`config.mk`:
```
export PLATFORM = sky130hd
export DESIGN_NAME = dfs_adjacency_matrix_order
export DESIGN_NICKNAME = d
export VERILOG_FILES = /design/src/dfs_pkg.sv /design/src/dfs_adjacency_matrix_order.sv
export SDC_FILE = /design/constraint.sdc
export NUM_CORES = 2
export LEC_CHECK = 0
export BUFFER_PORTS_ARGS = -buffer_cell sky130_fd_sc_hd__buf_2
export CAP_MARGIN = 15
export CORE_ASPECT_RATIO = 1.25
export CORE_UTILIZATION = 63
export CTS_CLUSTER_SIZE = 24
export DETAILED_ROUTE_END_ITERATION = 12
export HOLD_SLACK_MARGIN = 0.12
export PLACE_DENSITY = 0.87
export SKIP_CTS_REPAIR_TIMING = 1
export SYNTH_ARGS = -nofsm -noshare
export SYNTH_HDL_FRONTEND = slang
export SYNTH_SLANG_ARGS = --single-unit
```
`constraint.sdc`:
```
create_clock -name i_clk -period 5.7 [get_ports i_clk]
set_input_delay 0.285 -clock i_clk [delete_from_list [all_inputs] [get_ports i_clk]]
set_output_delay 0.285 -clock i_clk [all_outputs]
set_load 0.02 [all_outputs]
```
`src/dfs_pkg.sv`:
```
package dfs_pkg;

    localparam int DFS_MAX_VERTICES_DEF = 32;
    localparam int VERT_W               = 5;
    localparam int POS_W                = 5;
    localparam int CFG_W                = 6;
    localparam int CNT_W                = 6;
    localparam int RES_CAP              = 32;

    localparam logic [CFG_W-1:0] CFG_RESET = 6'd32;

endpackage

```
`src/dfs_adjacency_matrix_order.sv`:
```
// Depth-first visit order of an undirected graph. Edge transactions load a symmetric
// adjacency matrix held in a row memory with one write and one read port; a transaction
// with i_last_edge set starts a walk from vertex 0 that takes neighbours in ascending
// order and returns one result per reached vertex, the final one flagged by o_last_visit,
// at most 32 results. Matrix and visit marks are cleared when the walk ends. A transaction
// without a usable edge leaves the matrix as it is; a loaded edge does a read-modify-write
// of both rows through the row memory. A walk reads the row of the current vertex and
// searches its lowest unvisited bit in the shared scan step, and reads the stack memory
// on each backtrack; output stall holds it. The input channel stalls while an edge is
// loaded or a walk runs, until the final result is registered.
module dfs_adjacency_matrix_order
    import dfs_pkg::*;
#(
    parameter int MAX_VERTICES = DFS_MAX_VERTICES_DEF
) (
    input  logic              i_clk,
    input  logic              i_rst_n,
    input  logic              i_cfg_valid,
    output logic              o_cfg_ready,
    input  logic [CFG_W-1:0]  i_cfg_data,
    input  logic              i_in_valid,
    output logic              o_in_stall,
    input  logic [VERT_W-1:0] i_vert_a,
    input  logic [VERT_W-1:0] i_vert_b,
    input  logic              i_edge_valid,
    input  logic              i_last_edge,
    output logic              o_out_valid,
    input  logic              i_out_stall,
    output logic [VERT_W-1:0] o_visit_vertex,
    output logic [POS_W-1:0]  o_visit_position,
    output logic              o_last_visit
);

    localparam int VW = $clog2(MAX_VERTICES);
    localparam int NW = $clog2(MAX_VERTICES + 1);
    localparam int CW = (NW > CFG_W) ? NW : CFG_W;
    localparam logic [MAX_VERTICES-1:0] ROW_ONE = {{(MAX_VERTICES-1){1'b0}}, 1'b1};

    typedef enum logic [7:0] {
        S_IDLE  = 8'b0000_0001,
        S_WRA   = 8'b0000_0010,
        S_WRB   = 8'b0000_0100,
        S_START = 8'b0000_1000,
        S_ROW   = 8'b0001_0000,
        S_SCAN  = 8'b0010_0000,
        S_POP   = 8'b0100_0000,
        S_FLUSH = 8'b1000_0000
    } t_state;

    t_state                  r_state, n_state;
    logic [CFG_W-1:0]        r_cfg;
    logic [VW-1:0]           r_a, n_a;
    logic [VW-1:0]           r_b, n_b;
    logic                    r_last, n_last;
    logic [MAX_VERTICES-1:0] r_visited, n_visited;
    logic [NW-1:0]           r_depth, n_depth;
    logic [VW-1:0]           r_top, n_top;
    logic [CNT_W-1:0]        r_count, n_count;
    logic [VW-1:0]           r_pend_vertex, n_pend_vertex;
    logic [POS_W-1:0]        r_pend_pos, n_pend_pos;
    logic                    r_ov;
    logic [VERT_W-1:0]       r_ovtx;
    logic [POS_W-1:0]        r_opos;
    logic                    r_olast;

    logic [MAX_VERTICES-1:0] mem_adj [MAX_VERTICES];
    logic [MAX_VERTICES-1:0] r_adj_rd;
    logic                    r_adj_rd_vld;
    logic [MAX_VERTICES-1:0] r_row_vld;
    logic [VW-1:0]           mem_stk [MAX_VERTICES];
    logic [VW-1:0]           r_stk_rd;

    logic                    adj_re, adj_we, stk_re, stk_we, row_clr;
    logic [VW-1:0]           adj_ra, adj_wa, stk_ra, stk_wa, stk_wd;
    logic [MAX_VERTICES-1:0] adj_wd;
    logic                    out_ld, out_last;

    logic [CW-1:0]           w_cfg_ext, w_n, w_a_ext, w_b_ext;
    logic [MAX_VERTICES-1:0] w_nmask, w_row, w_cand, w_iso;
    logic [VW-1:0]           w_idx;
    logic                    w_found, w_room, w_edge_ok, w_out_free;
    logic [CNT_W-1:0]        w_cnt_inc;
    logic [NW-1:0]           w_depth_m2;

    assign o_cfg_ready      = 1'b1;
    assign o_in_stall       = (r_state != S_IDLE);
    assign o_out_valid      = r_ov;
    assign o_visit_vertex   = r_ovtx;
    assign o_visit_position = r_opos;
    assign o_last_visit     = r_olast;

    assign w_cfg_ext  = CW'(r_cfg);
    assign w_a_ext    = CW'(i_vert_a);
    assign w_b_ext    = CW'(i_vert_b);
    assign w_edge_ok  = i_edge_valid && (w_a_ext < w_n) && (w_b_ext < w_n);
    assign w_row      = r_adj_rd_vld ? r_adj_rd : '0;
    assign w_cand     = w_row & ~r_visited & w_nmask;
    assign w_found    = |w_cand;
    assign w_iso      = w_cand & (~w_cand + ROW_ONE);
    assign w_room     = (r_depth < NW'(MAX_VERTICES));
    assign w_out_free = !r_ov || !i_out_stall;
    assign w_cnt_inc  = r_count + CNT_W'(1);
    assign w_depth_m2 = r_depth - NW'(2);

    always_comb begin
        if (r_cfg == '0) begin
            w_n = CW'(1);
        end else if (w_cfg_ext > CW'(MAX_VERTICES)) begin
            w_n = CW'(MAX_VERTICES);
        end else begin
            w_n = w_cfg_ext;
        end
    end

    always_comb begin
        for (int i = 0; i < MAX_VERTICES; i++) begin
            w_nmask[i] = (CW'(i) < w_n);
        end
    end

    always_comb begin
        w_idx = '0;
        for (int i = 0; i < MAX_VERTICES; i++) begin
            if (w_iso[i]) begin
                w_idx = w_idx | VW'(i);
            end
        end
    end

    always_comb begin
        n_state       = r_state;
        n_a           = r_a;
        n_b           = r_b;
        n_last        = r_last;
        n_visited     = r_visited;
        n_depth       = r_depth;
        n_top         = r_top;
        n_count       = r_count;
        n_pend_vertex = r_pend_vertex;
        n_pend_pos    = r_pend_pos;
        adj_re        = 1'b0;
        adj_ra        = r_top;
        adj_we        = 1'b0;
        adj_wa        = r_a;
        adj_wd        = '0;
        stk_we        = 1'b0;
        stk_wa        = r_depth[VW-1:0];
        stk_wd        = w_idx;
        stk_re        = 1'b0;
        stk_ra        = w_depth_m2[VW-1:0];
        row_clr       = 1'b0;
        out_ld        = 1'b0;
        out_last      = 1'b0;
        case (r_state)
            S_IDLE: begin
                if (i_in_valid) begin
                    n_a    = w_a_ext[VW-1:0];
                    n_b    = w_b_ext[VW-1:0];
                    n_last = i_last_edge;
                    if (w_edge_ok) begin
                        adj_re  = 1'b1;
                        adj_ra  = w_a_ext[VW-1:0];
                        n_state = S_WRA;
                    end else if (i_last_edge) begin
                        n_state = S_START;
                    end
                end
            end
            S_WRA: begin
                adj_we  = 1'b1;
                adj_wa  = r_a;
                adj_wd  = w_row | (ROW_ONE << r_b);
                adj_re  = 1'b1;
                adj_ra  = r_b;
                n_state = S_WRB;
            end
            S_WRB: begin
                adj_we  = 1'b1;
                adj_wa  = r_b;
                adj_wd  = w_row | (ROW_ONE << r_a);
                n_state = r_last ? S_START : S_IDLE;
            end
            S_START: begin
                n_visited     = ROW_ONE;
                stk_we        = 1'b1;
                stk_wa        = '0;
                stk_wd        = '0;
                n_depth       = NW'(1);
                n_top         = '0;
                n_pend_vertex = '0;
                n_pend_pos    = '0;
                n_count       = CNT_W'(1);
                adj_re        = 1'b1;
                adj_ra        = '0;
                n_state       = S_SCAN;
            end
            S_ROW: begin
                adj_re  = 1'b1;
                adj_ra  = r_top;
                n_state = S_SCAN;
            end
            S_SCAN: begin
                if (w_found && w_room) begin
                    if (w_out_free) begin
                        out_ld        = 1'b1;
                        n_pend_vertex = w_idx;
                        n_pend_pos    = r_count[POS_W-1:0];
                        n_count       = w_cnt_inc;
                        n_visited     = r_visited | (ROW_ONE << w_idx);
                        stk_we        = 1'b1;
                        n_depth       = r_depth + NW'(1);
                        n_top         = w_idx;
                        n_state       = (w_cnt_inc == CNT_W'(RES_CAP)) ? S_FLUSH : S_ROW;
                    end
                end else if (r_depth == NW'(1)) begin
                    n_state = S_FLUSH;
                end else begin
                    stk_re  = 1'b1;
                    n_depth = r_depth - NW'(1);
                    n_state = S_POP;
                end
            end
            S_POP: begin
                adj_re  = 1'b1;
                adj_ra  = r_stk_rd;
                n_top   = r_stk_rd;
                n_state = S_SCAN;
            end
            S_FLUSH: begin
                if (w_out_free) begin
                    out_ld    = 1'b1;
                    out_last  = 1'b1;
                    n_visited = '0;
                    n_depth   = '0;
                    n_count   = '0;
                    row_clr   = 1'b1;
                    n_state   = S_IDLE;
                end
            end
            default: begin
                n_state = S_IDLE;
            end
        endcase
    end

    always_ff @(posedge i_clk) begin
        if (!i_rst_n) begin
            r_state   <= S_IDLE;
            r_cfg     <= CFG_RESET;
            r_last    <= 1'b0;
            r_visited <= '0;
            r_depth   <= '0;
            r_count   <= '0;
            r_ov      <= 1'b0;
            r_row_vld <= '0;
        end else begin
            r_state   <= n_state;
            r_last    <= n_last;
            r_visited <= n_visited;
            r_depth   <= n_depth;
            r_count   <= n_count;
            if (i_cfg_valid) begin
                r_cfg <= i_cfg_data;
            end
            if (out_ld) begin
                r_ov <= 1'b1;
            end else if (!i_out_stall) begin
                r_ov <= 1'b0;
            end
            if (row_clr) begin
                r_row_vld <= '0;
            end else if (adj_we) begin
                r_row_vld[adj_wa] <= 1'b1;
            end
        end
    end

    always_ff @(posedge i_clk) begin
        r_a           <= n_a;
        r_b           <= n_b;
        r_top         <= n_top;
        r_pend_vertex <= n_pend_vertex;
        r_pend_pos    <= n_pend_pos;
        if (out_ld) begin
            r_ovtx  <= VERT_W'(r_pend_vertex);
            r_opos  <= r_pend_pos;
            r_olast <= out_last;
        end
    end

    always_ff @(posedge i_clk) begin
        if (adj_we) begin
            mem_adj[adj_wa] <= adj_wd;
        end
        if (adj_re) begin
            r_adj_rd     <= mem_adj[adj_ra];
            r_adj_rd_vld <= r_row_vld[adj_ra];
        end
    end

    always_ff @(posedge i_clk) begin
        if (stk_we) begin
            mem_stk[stk_wa] <= stk_wd;
        end
        if (stk_re) begin
            r_stk_rd <= mem_stk[stk_ra];
        end
    end

endmodule

```
==> flow_summary.yaml <==
clock_tree:
  h-tree-depth: 3
  cts_buffers: 118
  cts.sinks: 1350
  tritoncts: "done"
  cts_root_buffer: "clkbuf_16"
  clkTransAtPathRegs_ns: 0.06
  clock_path_buffers: 3
  clk_latency_ns: 0.76
critical_path:
  cp.arrival_ns: 5.60
  end_kind: "flip-flop"
  path_class: "flip-flop to flip-flop"
  worstPathMaxFanout: 21
  r2r-end: "r_adj_rd[23]"
  critPathLaunchType: "flip-flop"
  crit_path_end: "r_adj_rd[23]"
  required_ns: 6.20
  rrSetupSlack_ns: 0.60
  crit_start: "r_cfg[2]"
  rr_worst_depth: 14
  r2r_start: "r_cfg[2]"
grt:
  grt_antenna_before_repair: 3
  gr-usage-met1_pct: 44.2
  overflow: 0
  grt_pass1_wl_mm: 233
  grt_use_met3_pct: 9.56
  grt_pass1_vias: 37200
  grt_usage_pct: 36.0
  grt_max_degree: 128
  gr-max-usage-layer: "met2"
  met2_usage_pct: 56.3
yosys:
  synth.distinct_cells: 98
  synth_warnings: 0
  synthCells: 3874
  synth-edff-count: 1258
  synth_common_cells: "edfxtp_1, nand2_1, nor2_1"
  ys_ff_latch: 1350
  synth_area_leader_cell: "edfxtp_1"
  synth.most_common_cell: "edfxtp_1"
  syn_avg_cell_area_um2: 14.2
  synth_area_leaders: "edfxtp_1, nand2_1, dfxtp_1, mux2i_1, mux4_2"
  synth-main-ff-cell: "edfxtp_1"
  seq_area_frac_synth_pct: 72.1
  syn_nets: 3912
  synth_top_area_share_pct: 68.8
  syn_area_mm2: 0.0549
  synthArstFlopShare_pct: 0
timing:
  hold_slack_ns: 0.105
  post-route-min-period_ns: 5.10
  period_share_pct: 89.4
  rsz0062_at_grt: "false"
  max_slew.worst_pin.slew_ns: 1.16
  setup_violations: 0
  tns_ns: 0
  fin_skew_ns: 0.0747
  max_freq_mhz: 196
  timing_hold_violations_final: 0
  drv_slew: 0
  slew_headroom_pct: 22.7
die:
  core_mm2: 0.0860
  die_y_um: 332
  die_area_mm2: 0.0884
  die_x_um: 266
  rows: 120
  start_util_pct: 63.8
  io_pins: 37
placement:
  place_congestion: 0.989
  io_buffers: 35
  dpl.hpwl_mm: 91.6
routing:
  wirelength_mm: 161
  routed_via_density: 7.20
  wl_per_cell_um: 30.8
  vias: 37700
  drtAntennaViolNets: 0
  drc_errors: 0
  drt-initial-drc-count: 6930
  drt_first_pass_iters: 9
min_path:
  hold_start: "i_out_stall"
  hold_path_class: "input port to flip-flop"
status:
  status: "complete, no violations"
power_and_ir_drop:
  p_leak_nw: 19.2
  powerDensity_mw_per_mm2: 360
  ir_drop_mv: 0.285
run:
  drv_cap: 0
finish:
  syn_to_final_growth_pct: 11.7
  drive_gt1_share_pct: 14.4
  nets: 4017
-- per-stage QoR --
stage / utilization (%) / worst slack [ns] / cells / power [W] / area (µm²)
CTS: 71.0 / 0.752 / 5206 / 0.0219 / 61100
global route: 71.3 / 0.446 / 5234 / 0.0225 / 61400
finish: 71.3 / 0.602 / 5235 / 0.0221 / 61400
global placement: 66.6 / 1.16 / 4992 / 0.0141 / 57300
detailed placement: 66.6 / 1.02 / 4992 / 0.0142 / 57300
floorplan: - / 1.78 / 3874 / 0.0131 / 54900
-- area by class of cell --
type / instances / area, µm²
inverter: 54 / 203
multi-input combinational: 2229 / 14500
sequential: 1350 / 39600
fill: 4870 / 24700
clock inverter: 67 / 657
antenna: 3 / 7.51
tap: 1159 / 1450
clock buffer: 147 / 3090
timing repair buffer: 226 / 1820
-- worst min path at each step --
stage	endpoint	slack, ns	cells after the start
after floorplan	r_a[0]	0.38	0
after global placement	o_visit_vertex[4]	0.40	0
after detailed placement	o_visit_position[1]	0.40	0
after CTS	r_b[2]	-0.23	1
after global routing	o_out_valid	0.14	3
final	o_out_valid	0.10	3
-- routing by layer --
| metal | part of all wire (%) | vias up | wire, µm |
|---|---|---|---|
| met5 | 0.0087 | - | 14 |
| met4 | 7.9 | 2 | 12800 |
| met3 | 15 | 944 | 23800 |
| met2 | 46 | 3670 | 74600 |
| met1 | 31 | 17900 | 50100 |
| li1 | - | 15200 | - |
-- cells in the final DEF, fill, tap and decap left out, types with 14 or more instances in the layout --
cell / netlist / layout
nor2_2: 1 / 24
mux2i_1: 113 / 113
nand2b_1: 16 / 16
buf_2: 60 / 35
a221oi_1: 35 / 35
or3_1: 18 / 18
inv_1: 54 / 54
nand4_1: 75 / 75
a2111oi_0: 35 / 35
o21ai_0: 69 / 69
ha_1: 15 / 15
mux4_2: 50 / 50
clkbuf_1: 138 / 26
clkbuf_16: 0 / 118
nand3_1: 193 / 193
nor3_1: 61 / 56
nor2_4: 0 / 37
buf_4: 23 / 154
clkinv_1: 0 / 26
nor2b_1: 15 / 15
clkinv_2: 0 / 16
and2_1: 19 / 19
o31ai_1: 14 / 14
a31oi_1: 73 / 73
nand2_1: 624 / 623
a21oi_1: 71 / 55
nor2_1: 204 / 144
and3_1: 46 / 46
dlygate4sd3_1: 0 / 25
edfxtp_1: 1258 / 1258
a21oi_2: 4 / 19
a22oi_1: 55 / 55
o22ai_1: 40 / 39
a32oi_1: 37 / 37
nor4_1: 43 / 43
a2111oi_2: 31 / 30
o211ai_1: 40 / 40
o22a_1: 32 / 32
dfxtp_1: 92 / 90
-- logic make-up after synthesis --
group,synth area share (%)
buffers and inverters,2.36
xor gates and xnor gates,0.112
DFF,72.1
and+or+nand+nor,11.8
muxes,4.29
AOI/OAI and AO/OA,8.96
adders and majority gates,0.342
other,0.00683
-- flip-flops by register name (all words and copies together) (netlist names), 6 cells and up --
signal,flops
mem_adj,1024
r_cfg,6
r_visited,32
mem_stk,160
r_count,6
r_depth,6
r_adj_rd,32
r_state,8
r_row_vld,32
-- worst max-delay path: stages (launching register included) --
cell	delay, ns
dfxtp_1	0.33
buf_4	0.27
nand2b_1	0.14
ha_1	0.28
o21a_1	0.18
o21ai_0	0.42
nor2_1	0.22
o31ai_2	0.58
a2111o_1	0.26
buf_4	0.28
buf_4	0.35
a2111oi_0	0.15
a221oi_1	0.48
nand4_1	0.48
a2111oi_2	0.45
-- report_power, final --
group	total (W)	switching (W)	internal, W	leakage, nW
combinational	0.00305	0.00219	0.000860	6.76
clock	0.00787	0.00365	0.00422	1.80
sequential	0.0112	0.000142	0.0110	10.6
(Power assumes the default switching activity.)
